[src/hdl/assert_macros.svh]
// ----------------------------------------------------------------------------
// Assertion macros
// Shared concurrent assertion forms, clocked on clk_i with reset rst_ni.
// ----------------------------------------------------------------------------
`ifndef ASSERT_MACROS_SVH
`define ASSERT_MACROS_SVH

// Property that must hold at every clock edge outside reset.
`define SRLE_ASSERT(name, prop, msg) \
  name: assert property (@(posedge clk_i) disable iff (!rst_ni) (prop)) else $error(msg);

// Implication: when the trigger holds, the consequence holds in the same cycle.
`define SRLE_ASSERT_IMPL(name, trig, cons, msg) \
  name: assert property (@(posedge clk_i) disable iff (!rst_ni) (trig) |-> (cons)) \
    else $error(msg);

`endif

[src/hdl/srle_pkg.sv]
// ----------------------------------------------------------------------------
// Subpicture RLE decoder package
// Types, constants and register indexes shared by the decoder modules.
// ----------------------------------------------------------------------------
package srle_pkg;

  // Field widths.
  localparam int unsigned SideW  = 13;
  localparam int unsigned PosW   = 12;
  localparam int unsigned ColorW = 2;
  localparam int unsigned PartW  = 6;

  // Defaults.
  localparam int unsigned MAX_SIDE_DEF   = 4096;
  localparam int unsigned RES_FIFO_DEPTH = 4;

  localparam logic [SideW-1:0] LineWidthRst     = 13'd720;
  localparam logic [SideW-1:0] PictureHeightRst = 13'd576;
  localparam logic             FirstRowRst      = 1'b0;

  // Configuration register indexes.
  typedef enum logic [1:0] {
    CFG_LINE_WIDTH     = 2'd0,
    CFG_PICTURE_HEIGHT = 2'd1,
    CFG_FIRST_ROW      = 2'd2
  } cfg_idx_e;

  // Decoder state carried from nibble to nibble.
  typedef struct packed {
    logic [SideW-1:0] column_pos;
    logic [SideW-1:0] row_pos;
    logic [PartW-1:0] partial_code;
    logic [1:0]       nibbles_held;
    logic             field_finished;
  } dec_state_t;

  // One decoded run.
  typedef struct packed {
    logic [ColorW-1:0] color;
    logic [SideW-1:0]  run_length;
    logic [PosW-1:0]   row;
    logic [PosW-1:0]   start_column;
    logic              line_end;
    logic              field_done;
    logic              last;
  } res_t;

endpackage

[src/hdl/subpicture_rle_field_decoder.sv]
// ----------------------------------------------------------------------------
// Subpicture RLE field decoder
// Decodes one interlaced field of run-length coded subpicture data into runs.
// ----------------------------------------------------------------------------
// Usage:
// RLE bytes enter on the s_axis channel, one item per byte; tuser marks the
// first byte of a new field. Decoded runs leave on the m_axis channel, one
// item per run, with tlast set on the last run caused by a byte.
// Configuration (line width, picture height, first row) is written through
// the cfg port; the user writes it only while idle. The block does not enforce it.
// A byte is taken into an input register and, once the result queue has room,
// decoded by two nibble decoders in series. Its runs are written to a
// four-entry result queue at the clock edge that ends the decode, and the
// first run is offered from the queue register, not straight from the decoder.
// One byte is accepted per cycle while each byte gives at most one run and
// the receiver does not stall; a byte that gives two runs holds the output
// channel for both in turn, since the output port carries a single run.
// Reset sets the registers to 720 x 576, top field, and leaves the decoder
// idle: bytes are dropped until one arrives with the field start flag.
// When the receiver stalls, the queue fills; once fewer than two entries are
// free, a byte in the input register waits and s_axis_tready_o falls. No run
// is lost.
// ----------------------------------------------------------------------------
`include "assert_macros.svh"

module subpicture_rle_field_decoder
  import srle_pkg::*;
#(
  parameter int unsigned MAX_SIDE = MAX_SIDE_DEF
) (
  input  logic             clk_i,
  input  logic             rst_ni,
  // Configuration write port.
  input  logic             cfg_we_i,
  input  logic [1:0]       cfg_index_i,
  input  logic [SideW-1:0] cfg_data_i,
  // Input items.
  input  logic             s_axis_tvalid_i,
  output logic             s_axis_tready_o,
  input  logic [7:0]       s_axis_tdata_i,   // [7:0] rle_byte
  input  logic             s_axis_tuser_i,   // [0] field_start
  // Result items.
  output logic             m_axis_tvalid_o,
  input  logic             m_axis_tready_i,
  output logic [39:0]      m_axis_tdata_o,   // [1:0] color, [14:2] run_length,
                                             // [26:15] row, [38:27] start_column
  output logic [1:0]       m_axis_tuser_o,   // [0] line_end, [1] field_done
  output logic             m_axis_tlast_o
);

  localparam logic [SideW-1:0] MaxSide = SideW'(MAX_SIDE);

  logic [SideW-1:0] line_width_q, picture_height_q;
  logic             first_row_q;
  logic [SideW-1:0] width_eff, height_eff;
  logic             in_valid_q;
  logic [7:0]       byte_q;
  logic             start_q;
  logic             room, adv;
  logic             wr0, wr1;
  res_t             res0, res1, head;

  // Configuration registers.
  always_ff @(posedge clk_i or negedge rst_ni) begin
    if (!rst_ni) begin
      line_width_q     <= LineWidthRst;
      picture_height_q <= PictureHeightRst;
      first_row_q      <= FirstRowRst;
    end else if (cfg_we_i) begin
      unique case (cfg_idx_e'(cfg_index_i))
        CFG_LINE_WIDTH:     line_width_q     <= cfg_data_i;
        CFG_PICTURE_HEIGHT: picture_height_q <= cfg_data_i;
        CFG_FIRST_ROW:      first_row_q      <= cfg_data_i[0];
        default: ;
      endcase
    end
  end

  // Sizes saturated to the largest supported side.
  assign width_eff  = (line_width_q > MaxSide) ? MaxSide : line_width_q;
  assign height_eff = (picture_height_q > MaxSide) ? MaxSide : picture_height_q;

  // Input register; it drains whenever the queue has room for two runs.
  assign adv             = in_valid_q && room;
  assign s_axis_tready_o = !in_valid_q || room;

  always_ff @(posedge clk_i or negedge rst_ni) begin
    if (!rst_ni) begin
      in_valid_q <= 1'b0;
    end else if (s_axis_tready_o) begin
      in_valid_q <= s_axis_tvalid_i;
    end
  end

  always_ff @(posedge clk_i) begin
    if (s_axis_tvalid_i && s_axis_tready_o) begin
      byte_q  <= s_axis_tdata_i;
      start_q <= s_axis_tuser_i;
    end
  end

  srle_core u_core (
    .clk_i       (clk_i),
    .rst_ni      (rst_ni),
    .adv_i       (adv),
    .byte_i      (byte_q),
    .start_i     (start_q),
    .width_i     (width_eff),
    .height_i    (height_eff),
    .first_row_i (first_row_q),
    .wr0_o       (wr0),
    .wr1_o       (wr1),
    .res0_o      (res0),
    .res1_o      (res1)
  );

  srle_res_fifo #(
    .DEPTH (RES_FIFO_DEPTH)
  ) u_fifo (
    .clk_i   (clk_i),
    .rst_ni  (rst_ni),
    .wr0_i   (wr0),
    .wr1_i   (wr1),
    .d0_i    (res0),
    .d1_i    (res1),
    .pop_i   (m_axis_tready_i),
    .room_o  (room),
    .valid_o (m_axis_tvalid_o),
    .q_o     (head)
  );

  // Output packing.
  assign m_axis_tdata_o = {1'b0, head.start_column, head.row, head.run_length, head.color};
  assign m_axis_tuser_o = {head.field_done, head.line_end};
  assign m_axis_tlast_o = head.last;

  // A finished field always closes its line.
  `SRLE_ASSERT_IMPL(a_done_ends_line, m_axis_tvalid_o && head.field_done, head.line_end,
                    "field_done without line_end")
  // A second run from one byte only follows a run that left the line open.
  `SRLE_ASSERT_IMPL(a_second_run_open, wr1, wr0 && !res0.line_end && !res0.field_done,
                    "second run after a line end")
  // Runs never pass the widest supported line.
  `SRLE_ASSERT(a_run_in_line,
               !m_axis_tvalid_o ||
               ({1'b0, head.start_column} + head.run_length) <= MaxSide,
               "run extends past line")

endmodule

[src/hdl/srle_nibble.sv]
// ----------------------------------------------------------------------------
// Nibble decoder
// Adds one nibble to the pending code and, once the code is complete,
// produces the clamped run and advances column, row and field status.
// ----------------------------------------------------------------------------
module srle_nibble
  import srle_pkg::*;
(
  input  logic             en_i,
  input  logic [3:0]       nib_i,
  input  dec_state_t       state_i,
  input  logic [SideW-1:0] width_i,
  input  logic [SideW-1:0] height_i,
  output dec_state_t       state_o,
  output logic             valid_o,
  output res_t             res_o
);

  logic [PartW+3:0] code;
  logic [2:0]       held_n;
  logic             short_code;
  logic [SideW-1:0] rem;
  logic [7:0]       run_raw;
  logic [SideW-1:0] run;
  logic [SideW-1:0] col_sum;
  logic [SideW-1:0] row_n;
  logic             ended;
  logic             done;

  // Code assembly and the end-of-code test.
  always_comb begin
    code       = {state_i.partial_code, nib_i};
    held_n     = {1'b0, state_i.nibbles_held} + 3'd1;
    short_code = (held_n == 3'd1 && code < 10'h4)  ||
                 (held_n == 3'd2 && code < 10'h10) ||
                 (held_n == 3'd3 && code < 10'h40);
  end

  // Run clamping and line/field bookkeeping.
  always_comb begin
    rem     = (state_i.column_pos < width_i) ? (width_i - state_i.column_pos) : '0;
    run_raw = code[9:2];
    if (run_raw == 8'd0 || {5'd0, run_raw} > rem) begin
      run = rem;
    end else begin
      run = {5'd0, run_raw};
    end
    col_sum = state_i.column_pos + run;
    ended   = (col_sum >= width_i);
    row_n   = state_i.row_pos + 13'd2;
    done    = ended && (row_n >= height_i);
  end

  // Next state and result.
  always_comb begin
    state_o = state_i;
    valid_o = 1'b0;
    if (en_i) begin
      if (short_code) begin
        state_o.partial_code = code[PartW-1:0];
        state_o.nibbles_held = held_n[1:0];
      end else begin
        valid_o              = 1'b1;
        state_o.partial_code = '0;
        state_o.nibbles_held = '0;
        state_o.column_pos   = ended ? '0 : col_sum;
        state_o.row_pos      = ended ? row_n : state_i.row_pos;
        state_o.field_finished = state_i.field_finished | done;
      end
    end
    res_o.color        = code[1:0];
    res_o.run_length   = run;
    res_o.row          = state_i.row_pos[PosW-1:0];
    res_o.start_column = state_i.column_pos[PosW-1:0];
    res_o.line_end     = ended;
    res_o.field_done   = done;
    res_o.last         = 1'b0;
  end

endmodule

[src/hdl/srle_core.sv]
// ----------------------------------------------------------------------------
// Byte decoder core
// Holds the decoder state and runs the high and low nibble of one byte
// through two nibble decoders in series, giving up to two runs.
// ----------------------------------------------------------------------------
module srle_core
  import srle_pkg::*;
(
  input  logic             clk_i,
  input  logic             rst_ni,
  input  logic             adv_i,
  input  logic [7:0]       byte_i,
  input  logic             start_i,
  input  logic [SideW-1:0] width_i,
  input  logic [SideW-1:0] height_i,
  input  logic             first_row_i,
  output logic             wr0_o,
  output logic             wr1_o,
  output res_t             res0_o,
  output res_t             res1_o
);

  dec_state_t state_q, state_d;
  dec_state_t st0, st_a;
  logic       en_a, en_b;
  logic       v_a, v_b;
  res_t       res_a, res_b;

  // Field start clears the position before the byte is decoded.
  always_comb begin
    st0 = state_q;
    if (start_i) begin
      st0.column_pos     = '0;
      st0.partial_code   = '0;
      st0.nibbles_held   = '0;
      st0.row_pos        = {12'd0, first_row_i};
      st0.field_finished = ({12'd0, first_row_i} >= height_i) || (width_i == '0);
    end
    en_a = !st0.field_finished;
  end

  srle_nibble u_nib_hi (
    .en_i     (en_a),
    .nib_i    (byte_i[7:4]),
    .state_i  (st0),
    .width_i  (width_i),
    .height_i (height_i),
    .state_o  (st_a),
    .valid_o  (v_a),
    .res_o    (res_a)
  );

  // The low nibble is skipped once the high nibble ended a line or the field.
  assign en_b = en_a && !(v_a && res_a.line_end) && !st_a.field_finished;

  srle_nibble u_nib_lo (
    .en_i     (en_b),
    .nib_i    (byte_i[3:0]),
    .state_i  (st_a),
    .width_i  (width_i),
    .height_i (height_i),
    .state_o  (state_d),
    .valid_o  (v_b),
    .res_o    (res_b)
  );

  // Result ordering and the last-run flag.
  always_comb begin
    res0_o      = v_a ? res_a : res_b;
    res0_o.last = !(v_a && v_b);
    res1_o      = res_b;
    res1_o.last = 1'b1;
    wr0_o       = adv_i && (v_a || v_b);
    wr1_o       = adv_i && v_a && v_b;
  end

  // State register.
  always_ff @(posedge clk_i or negedge rst_ni) begin
    if (!rst_ni) begin
      state_q <= '{column_pos: '0, row_pos: '0, partial_code: '0,
                   nibbles_held: '0, field_finished: 1'b1};
    end else if (adv_i) begin
      state_q <= state_d;
    end
  end

endmodule

[src/hdl/srle_res_fifo.sv]
// ----------------------------------------------------------------------------
// Result queue
// Small register queue that takes up to two runs a cycle and hands out
// one run a cycle on the output channel while the receiver is ready.
// ----------------------------------------------------------------------------
module srle_res_fifo
  import srle_pkg::*;
#(
  parameter int unsigned DEPTH = RES_FIFO_DEPTH
) (
  input  logic clk_i,
  input  logic rst_ni,
  input  logic wr0_i,
  input  logic wr1_i,
  input  res_t d0_i,
  input  res_t d1_i,
  input  logic pop_i,
  output logic room_o,
  output logic valid_o,
  output res_t q_o
);

  localparam int unsigned PtrW = (DEPTH > 1) ? $clog2(DEPTH) : 1;
  localparam int unsigned CntW = $clog2(DEPTH + 1);
  localparam logic [PtrW-1:0] LastPtr = PtrW'(DEPTH - 1);

  res_t            mem_q [DEPTH];
  logic [PtrW-1:0] wr_ptr_q, wr_ptr_d, wr_ptr_1, rd_ptr_q, rd_ptr_d;
  logic [CntW-1:0] cnt_q, cnt_d;
  logic            pop;

  function automatic logic [PtrW-1:0] ptr_inc(input logic [PtrW-1:0] p);
    ptr_inc = (p == LastPtr) ? '0 : p + PtrW'(1);
  endfunction

  // Pointer and count updates.
  always_comb begin
    pop      = pop_i && (cnt_q != '0);
    wr_ptr_1 = ptr_inc(wr_ptr_q);
    wr_ptr_d = wr1_i ? ptr_inc(wr_ptr_1) : (wr0_i ? wr_ptr_1 : wr_ptr_q);
    rd_ptr_d = pop ? ptr_inc(rd_ptr_q) : rd_ptr_q;
    cnt_d    = cnt_q + CntW'(wr0_i) + CntW'(wr1_i) - CntW'(pop);
  end

  always_ff @(posedge clk_i or negedge rst_ni) begin
    if (!rst_ni) begin
      wr_ptr_q <= '0;
      rd_ptr_q <= '0;
      cnt_q    <= '0;
    end else begin
      wr_ptr_q <= wr_ptr_d;
      rd_ptr_q <= rd_ptr_d;
      cnt_q    <= cnt_d;
    end
  end

  // Storage: payload only, no reset.
  always_ff @(posedge clk_i) begin
    if (wr0_i) begin
      mem_q[wr_ptr_q] <= d0_i;
    end
    if (wr1_i) begin
      mem_q[wr_ptr_1] <= d1_i;
    end
  end

  assign room_o  = ({1'b0, cnt_q} + (CntW+1)'(2)) <= (CntW+1)'(DEPTH);
  assign valid_o = (cnt_q != '0);
  assign q_o     = mem_q[rd_ptr_q];

endmodule
[config.mk]
export PLATFORM = sky130hd
export DESIGN_NAME = subpicture_rle_field_decoder
export DESIGN_NICKNAME = d
export VERILOG_FILES = /design/src/hdl/srle_pkg.sv /design/src/hdl/subpicture_rle_field_decoder.sv /design/src/hdl/srle_nibble.sv /design/src/hdl/srle_core.sv /design/src/hdl/srle_res_fifo.sv
export VERILOG_INCLUDE_DIRS = /design/src /design/src/hdl
export SDC_FILE = /design/constraint.sdc
export NUM_CORES = 1
export LEC_CHECK = 0
export BUFFER_PORTS_ARGS = -buffer_cell sky130_fd_sc_hd__buf_2
export CAP_MARGIN = 20
export CORE_MARGIN = 1.5
export CORE_UTILIZATION = 40
export CTS_BUF_LIST = sky130_fd_sc_hd__clkbuf_4
export CTS_CLUSTER_SIZE = 40
export DETAILED_ROUTE_END_ITERATION = 6
export PLACE_DENSITY = 0.67
export SYNTH_ARGS = -nofsm -noshare
export SYNTH_HDL_FRONTEND = slang
export SYNTH_HIERARCHICAL = 1
export SYNTH_SLANG_ARGS = --single-unit
[constraint.sdc]
create_clock -name clk_i -period 41.2 [get_ports clk_i]
set_clock_uncertainty 0.05 [all_clocks]
set_input_delay 6.18 -clock clk_i [delete_from_list [all_inputs] [get_ports clk_i]]
set_output_delay 6.18 -clock clk_i [all_outputs]
set_load 0.01 [all_outputs]
==> results of run 1 <==
[through the flow]
| step | util | hold WS [ns] | setup WS, ns | cells | cell area (um2) |
|---|---|---|---|---|---|
| after floorplan | - | 0.400 | 26.50 | 1633 | 18900 |
| after detailed placement | 0.415 | 0.417 | 24.34 | 2216 | 19300 |
| after CTS | 0.434 | 0.431 | 24.30 | 2340 | 20200 |
| after global routing | 0.434 | 0.437 | 22.76 | 2343 | 20200 |
| after global placement | 0.415 | 0.409 | 24.72 | 2216 | 19300 |
| final | 0.434 | 0.425 | 23.99 | 2344 | 20200 |
[layout make-up]
cell class	instances	area, um2
fill	4368	26400
tap	607	759
inverter	127	477
sequential	247	7080
antenna	4	10.0
timing repair buffer	99	566
clock buffer	99	743
multi-input combinational	1136	10400
clock inverter	25	151
[metal layers]
metal  vias up  wire length (um)  GRT usage
li1       6113                 -          -
met1      6527             23600      0.297
met2       402             23500      0.334
met3        73              3390     0.0473
met4         4              1240     0.0830
met5         -                24          0
[final timing paths]
kind                                        start                  to  slack (ns)  depth (start not counted)
max in group asynchronous                  rst_ni     line_width_q[0]       34.76                          2
worst max-delay path             line_width_q[12]  u_fifo/mem_q[0][1]       23.99                         65
worst min register to register  u_core/state_q[5]   u_core/state_q[5]        0.42                          1
min in group asynchronous                  rst_ni     u_fifo/cnt_q[0]        5.16                          1
worst max register to register   line_width_q[12]  u_fifo/mem_q[0][1]       23.99                         65
worst min-delay path            u_core/state_q[5]   u_core/state_q[5]        0.42                          1
[flip-flops by register name (all words and copies together) (netlist names)]
register	count
byte_q	8
first_row_q	1
in_valid_q	1
line_width_q	13
picture_height_q	13
start_q	1
u_core/state_q	35
u_fifo/cnt_q	3
u_fifo/mem_q	168
u_fifo/rd_ptr_q	2
u_fifo/wr_ptr_q	2
[critical path: cells and delay by family, from the launching register on]
family                   cells  cell delay (ns)
AO/OA/AOI/OAI               31             7.12
AND/OR/NAND/NOR             16             4.17
adder cells (fa/ha/maj)     10             3.38
flip-flops                   1             0.64
multiplexers                 2             0.63
XOR/XNOR                     3             0.56
buffers and inverters        3             0.41
==> summary.txt, run 1 <==
Hold path
  • Worst Hold Class: reg2reg

Clocking
  • CTS root buffer: clkbuf_4
  • # hold bufs at CTS: 0
  • CTS Buf Count: 70
  • Post-cts resize count: 0
  • Clock tree sinks: 247
  • H-Tree Depth: 3
  • Clock transition at the registers of the reported paths: about 0.070 ns
  • Clock Latency Late Sink: 0.80 ns
  • Clock Tree Buf Depth: 3
  • Postcts setup bufs: 0
  • CTS tree: done

Final layout
  • Most frequent cells in the layout: mux2_2, edfxtp_1, ha_1, inv_1, clkbuf_4
  • Area delta synth->final: 6.98%
  • Fin nets: 1851
  • Commonest non-fill, non-tap cell in the layout: mux2_2
  • Share of cells above drive strength 1: 0.305

STA
  • Measured slew at the worst slew-check pin: ~1.1 ns
  • Endpoints failing hold: 0
  • Crit share post-route: 0.418
  • RSZ-0062 raised after global routing: no
  • Post-route minimum period: 17.21 ns
  • Count of final max-slew check failures: 0
  • Slew margin rel.: 0.274
  • Fmax: 0.0581 GHz
  • Total negative setup slack: 0 ns
  • Setup violations, final: 0

Floorplanning
  • Chip Height: 220 um
  • Starting Density: 0.406
  • DIE AREA: about 49000 um2
  • Row count: 79
  • Die width: 220 um
  • Core Footprint: 46600 um2
  • I/O pins: 74

Global routing
  • GRT Total Usage: 0.217
  • Total grt overflow: 0
  • First-pass GRT wire length: 78.6 mm
  • Antenna violations before repair: 7
  • Vias in the first global route: 13200
  • Pin count of the biggest net entering global routing: 64

Worst setup path
  • CP Capture Type: register
  • Arr. time, crit path: 17.72 ns
  • Critical Path Start Type: register
  • Slowest library cell on the worst path: nor2b_1
  • Maximum fanout along the worst path: 25
  • Crit path top cell by count: ha_1
  • Peak per-stage delay on the critical path: about 0.80 ns
  • Critical setup path kind: reg2reg
  • WP data required: 41.71 ns

Drt
  • Post-Route WL: 51.7 mm
  • DR WL/cell: roughly 22 um
  • ANT nets after route: 0
  • Vias per cell: between 5 and 6
  • Vias post-DR: 13100
  • TritonRoute pass-1 iters: 6
  • DR iter-0 viols: 916
  • DRC Markers: 0

Logic synthesis
  • Synthesized cell area: 18900 um2
  • Syn_area_per_cell: 11.6 um2
  • Cell count after synthesis: 1633
  • Synth Net Count: 1803
  • Synth warnings: 6

Placement
  • Placer congestion estimate: between 0.9 and 1
  • Port bufs: 72
  • DP Wirelength: about 36 mm

Run
  • Max cap viols: 0

Run status
  • Outcome: complete, no violations
Power of run 1 is left out: the tool's default activity adds up to more than one toggle a clock period on the data nets, which glitch-free logic cannot reach.
==> inputs of run 2 (changes only) <==
Settings changed: PLACE_DENSITY 0.67 to 0.69.
Clock period 41.2 ns to 14.53 ns, I/O delays scaled along.
==> run 2 against run 1 <==
Net effect: non-clock buffer count grew 215; critical endpoint is now u_core/state_q[11]; clock-buffer cell count is the same; cell count grew 9.3%; first-iteration DRC count grew 16%; critical path depth grew 5; sequential cell count is the same; wire length grew 6.3%; via count grew 8.1%; design area grew 11%; sequential share of layout area shrank 3.5 points; core utilization grew 4.9 points; setup slack lost 24 ns.
==> summary.txt, run 2 (synthesis gave the netlist of run 1 again) <==
STA
  • Endpoints failing hold: 0 (unchanged)
  • Setup violations, final: 0 (unchanged)
  • Measured slew at the worst slew-check pin: 1.08 ns (-0.00458 ns)
  • Post-route minimum period: 14.06 ns (-3.15 ns)
  • Fmax: 0.0711 GHz (+22%)
  • Slew margin rel.: 0.278 (+0.00308)
  • Crit share post-route: 0.968 (+0.550)
  • Count of final max-slew check failures: 0 (unchanged)

Final layout
  • Share of cells above drive strength 1: 0.429 (+0.124)
  • Final design utilization: 0.483 (+0.0489)
  • Fin nets: 2066 (+12%)
  • Total area of sequential cells: 7080 um2 (unchanged)
  • Largest regs: u_fifo/mem_q x168, u_core/state_q x35
  • Commonest non-fill, non-tap cell in the layout: buf_4
  • Most frequent cells in the layout: buf_4, mux2_2, edfxtp_1, inv_1, ha_1
  • Multi-input logic area: 11100 um2 (+6.2%)
  • FILL cells: 4194 (-4.0%)
  • Max reg flops: 168 (unchanged)
  • Area delta synth->final: 19.0%
  • Largest Register: u_fifo/mem_q

Run
  • Max cap viols: 0 (unchanged)

Floorplanning
  • Die width: 220 um (unchanged)
  • Row count: 79 (unchanged)
  • Core Footprint: 46600 um2 (unchanged)
  • Chip Height: 220 um (unchanged)
  • Starting Density: 0.406 (unchanged)
  • I/O pins: 74 (unchanged)
  • DIE AREA: 48500 um2 (unchanged)

Placement
  • DP Wirelength: 39.8 mm (+9.4%)
  • Port bufs: 72 (unchanged)
  • Placer congestion estimate: 1.01 (+3.1%)

Clocking
  • CTS root buffer: clkbuf_4
  • CTS tree: done
  • H-Tree Depth: 3 (unchanged)
  • CTS Buf Count: 70 (unchanged)
  • Clock Latency Late Sink: 0.82 ns (+0.02 ns)
  • Clock transition at the registers of the reported paths: 0.07 ns (about the same)
  • Clock tree sinks: 247 (unchanged)
  • Clock Tree Buf Depth: 3 (unchanged)

Global routing
  • GRT Total Usage: 0.230 (+0.0131)
  • Vias in the first global route: 14300 (+8.7%)
  • Antenna violations before repair: 4 (-3)
  • First-pass GRT wire length: 83.8 mm (+6.6%)
  • Pin count of the biggest net entering global routing: 61 (-4.7%)
  • Total grt overflow: 0 (unchanged)

Drt
  • Post-Route WL: 55.0 mm (+6.3%)
  • DR WL/cell: 21.4 um (-2.7%)
  • Vias per cell: 5.53 (-1.2%)
  • Vias post-DR: 14200 (+8.1%)
  • TritonRoute pass-1 iters: 5 (-1)
  • DRC Markers: 0 (unchanged)
  • DR iter-0 viols: 1063 (+16%)
  • ANT nets after route: 0 (unchanged)

Worst setup path
  • R2R Path Start: start_q
  • Slowest library cell on the worst path: edfxtp_1
  • Critical Path Start Type: register
  • CP Capture Type: register
  • Reg2Reg Capture Point: u_core/state_q[11]
  • Slack of the worst reg-to-reg path: 0.47 ns (-23.52 ns)
  • Worst reg-to-reg path cell count: 70 (+7.7%)
  • Maximum fanout along the worst path: 8 (-68%)
  • Peak per-stage delay on the critical path: 0.47 ns (-0.33 ns)
  • Critical Path Start: start_q
  • Critical setup path kind: reg2reg
  • WP data required: 15.15 ns (-26.56 ns)
  • Arr. time, crit path: 14.68 ns (-3.04 ns)
  • Setup crit end: u_core/state_q[11]

Hold path
  • Worst Hold Class: reg2reg

Run status
  • Outcome: complete, no violations
-- run 2: cell types whose count changed in the layout (fill, tap and decap cells not counted), sizes merged --
cell and delta:
clkinv +7, diode +1, inv -3, buf +215, bufinv -1
-- run 2: critical path, delay by kind of cell, from the launching register on --
kind / cells / cell delay [ns]
AOI/OAI and AO/OA: 31 / 5.43
adders and majority gates: 10 / 2.84
and+or+nand+nor: 16 / 2.78
buffers and inverters: 8 / 1.13
muxes: 3 / 0.76
DFF: 1 / 0.47
xor gates and xnor gates: 2 / 0.42
-- run 2: worst min-delay path by stage --
stage | startpoint | to | slack, ns | depth (start not counted)
6_report | u_core/state_q[2] | u_core/state_q[2] | 0.43 | 1
5_1_grt | u_core/state_q[19] | u_core/state_q[19] | 0.44 | 1
4_1_cts | u_core/state_q[19] | u_core/state_q[19] | 0.43 | 1
3_5_place_dp | u_core/state_q[19] | u_core/state_q[19] | 0.42 | 1
3_3_place_gp | u_core/state_q[12] | u_core/state_q[12] | 0.41 | 1
2_1_floorplan | u_core/state_q[23] | u_core/state_q[23] | 0.40 | 1
-- run 2: timing repair --
| action | 4_1_cts | 5_1_grt |
|---|---|---|
| hold buffers | 0 | 0 |
| gates resized for setup | 22 | 105 |
| setup endpoints to repair | 32 | 34 |
| buffers inserted | 4 | 5 |
| pin swaps | 9 | 22 |
-- run 2: cell type report --
cell class,count,share of cell area
antenna,5,0.000557
sequential,247,0.315
clock buffer,99,0.0331
clock inverter,28,0.00607
multi-input combinational,1136,0.492
timing repair buffer,314,0.0982
tap,607,0.0338
inverter,127,0.0213
-- run 2: through the flow --
step	worst slack [ns]	instances	hold WS, ns	instance area, um2	setup TNS (ns)
5_1_grt	-0.190	2562	0.442	22500	-3.98
6_report	0.470	2563	0.432	22500	0
3_3_place_gp	-0.0697	2422	0.410	20900	-0.678
3_5_place_dp	-0.265	2422	0.418	20900	-4.93
4_1_cts	0.00428	2553	0.432	21900	0
2_1_floorplan	0.0209	1633	0.399	18900	0
-- run 2: routing by layer --
| layer | routed length [um] | global-route usage |
|---|---|---|
| met1 | 24400 | 0.307 |
| met2 | 25000 | 0.356 |
| met3 | 3860 | 0.0543 |
| met4 | 1670 | 0.0971 |
| met5 | 0 | 0 |
Power of run 2 is left out for the same reason.
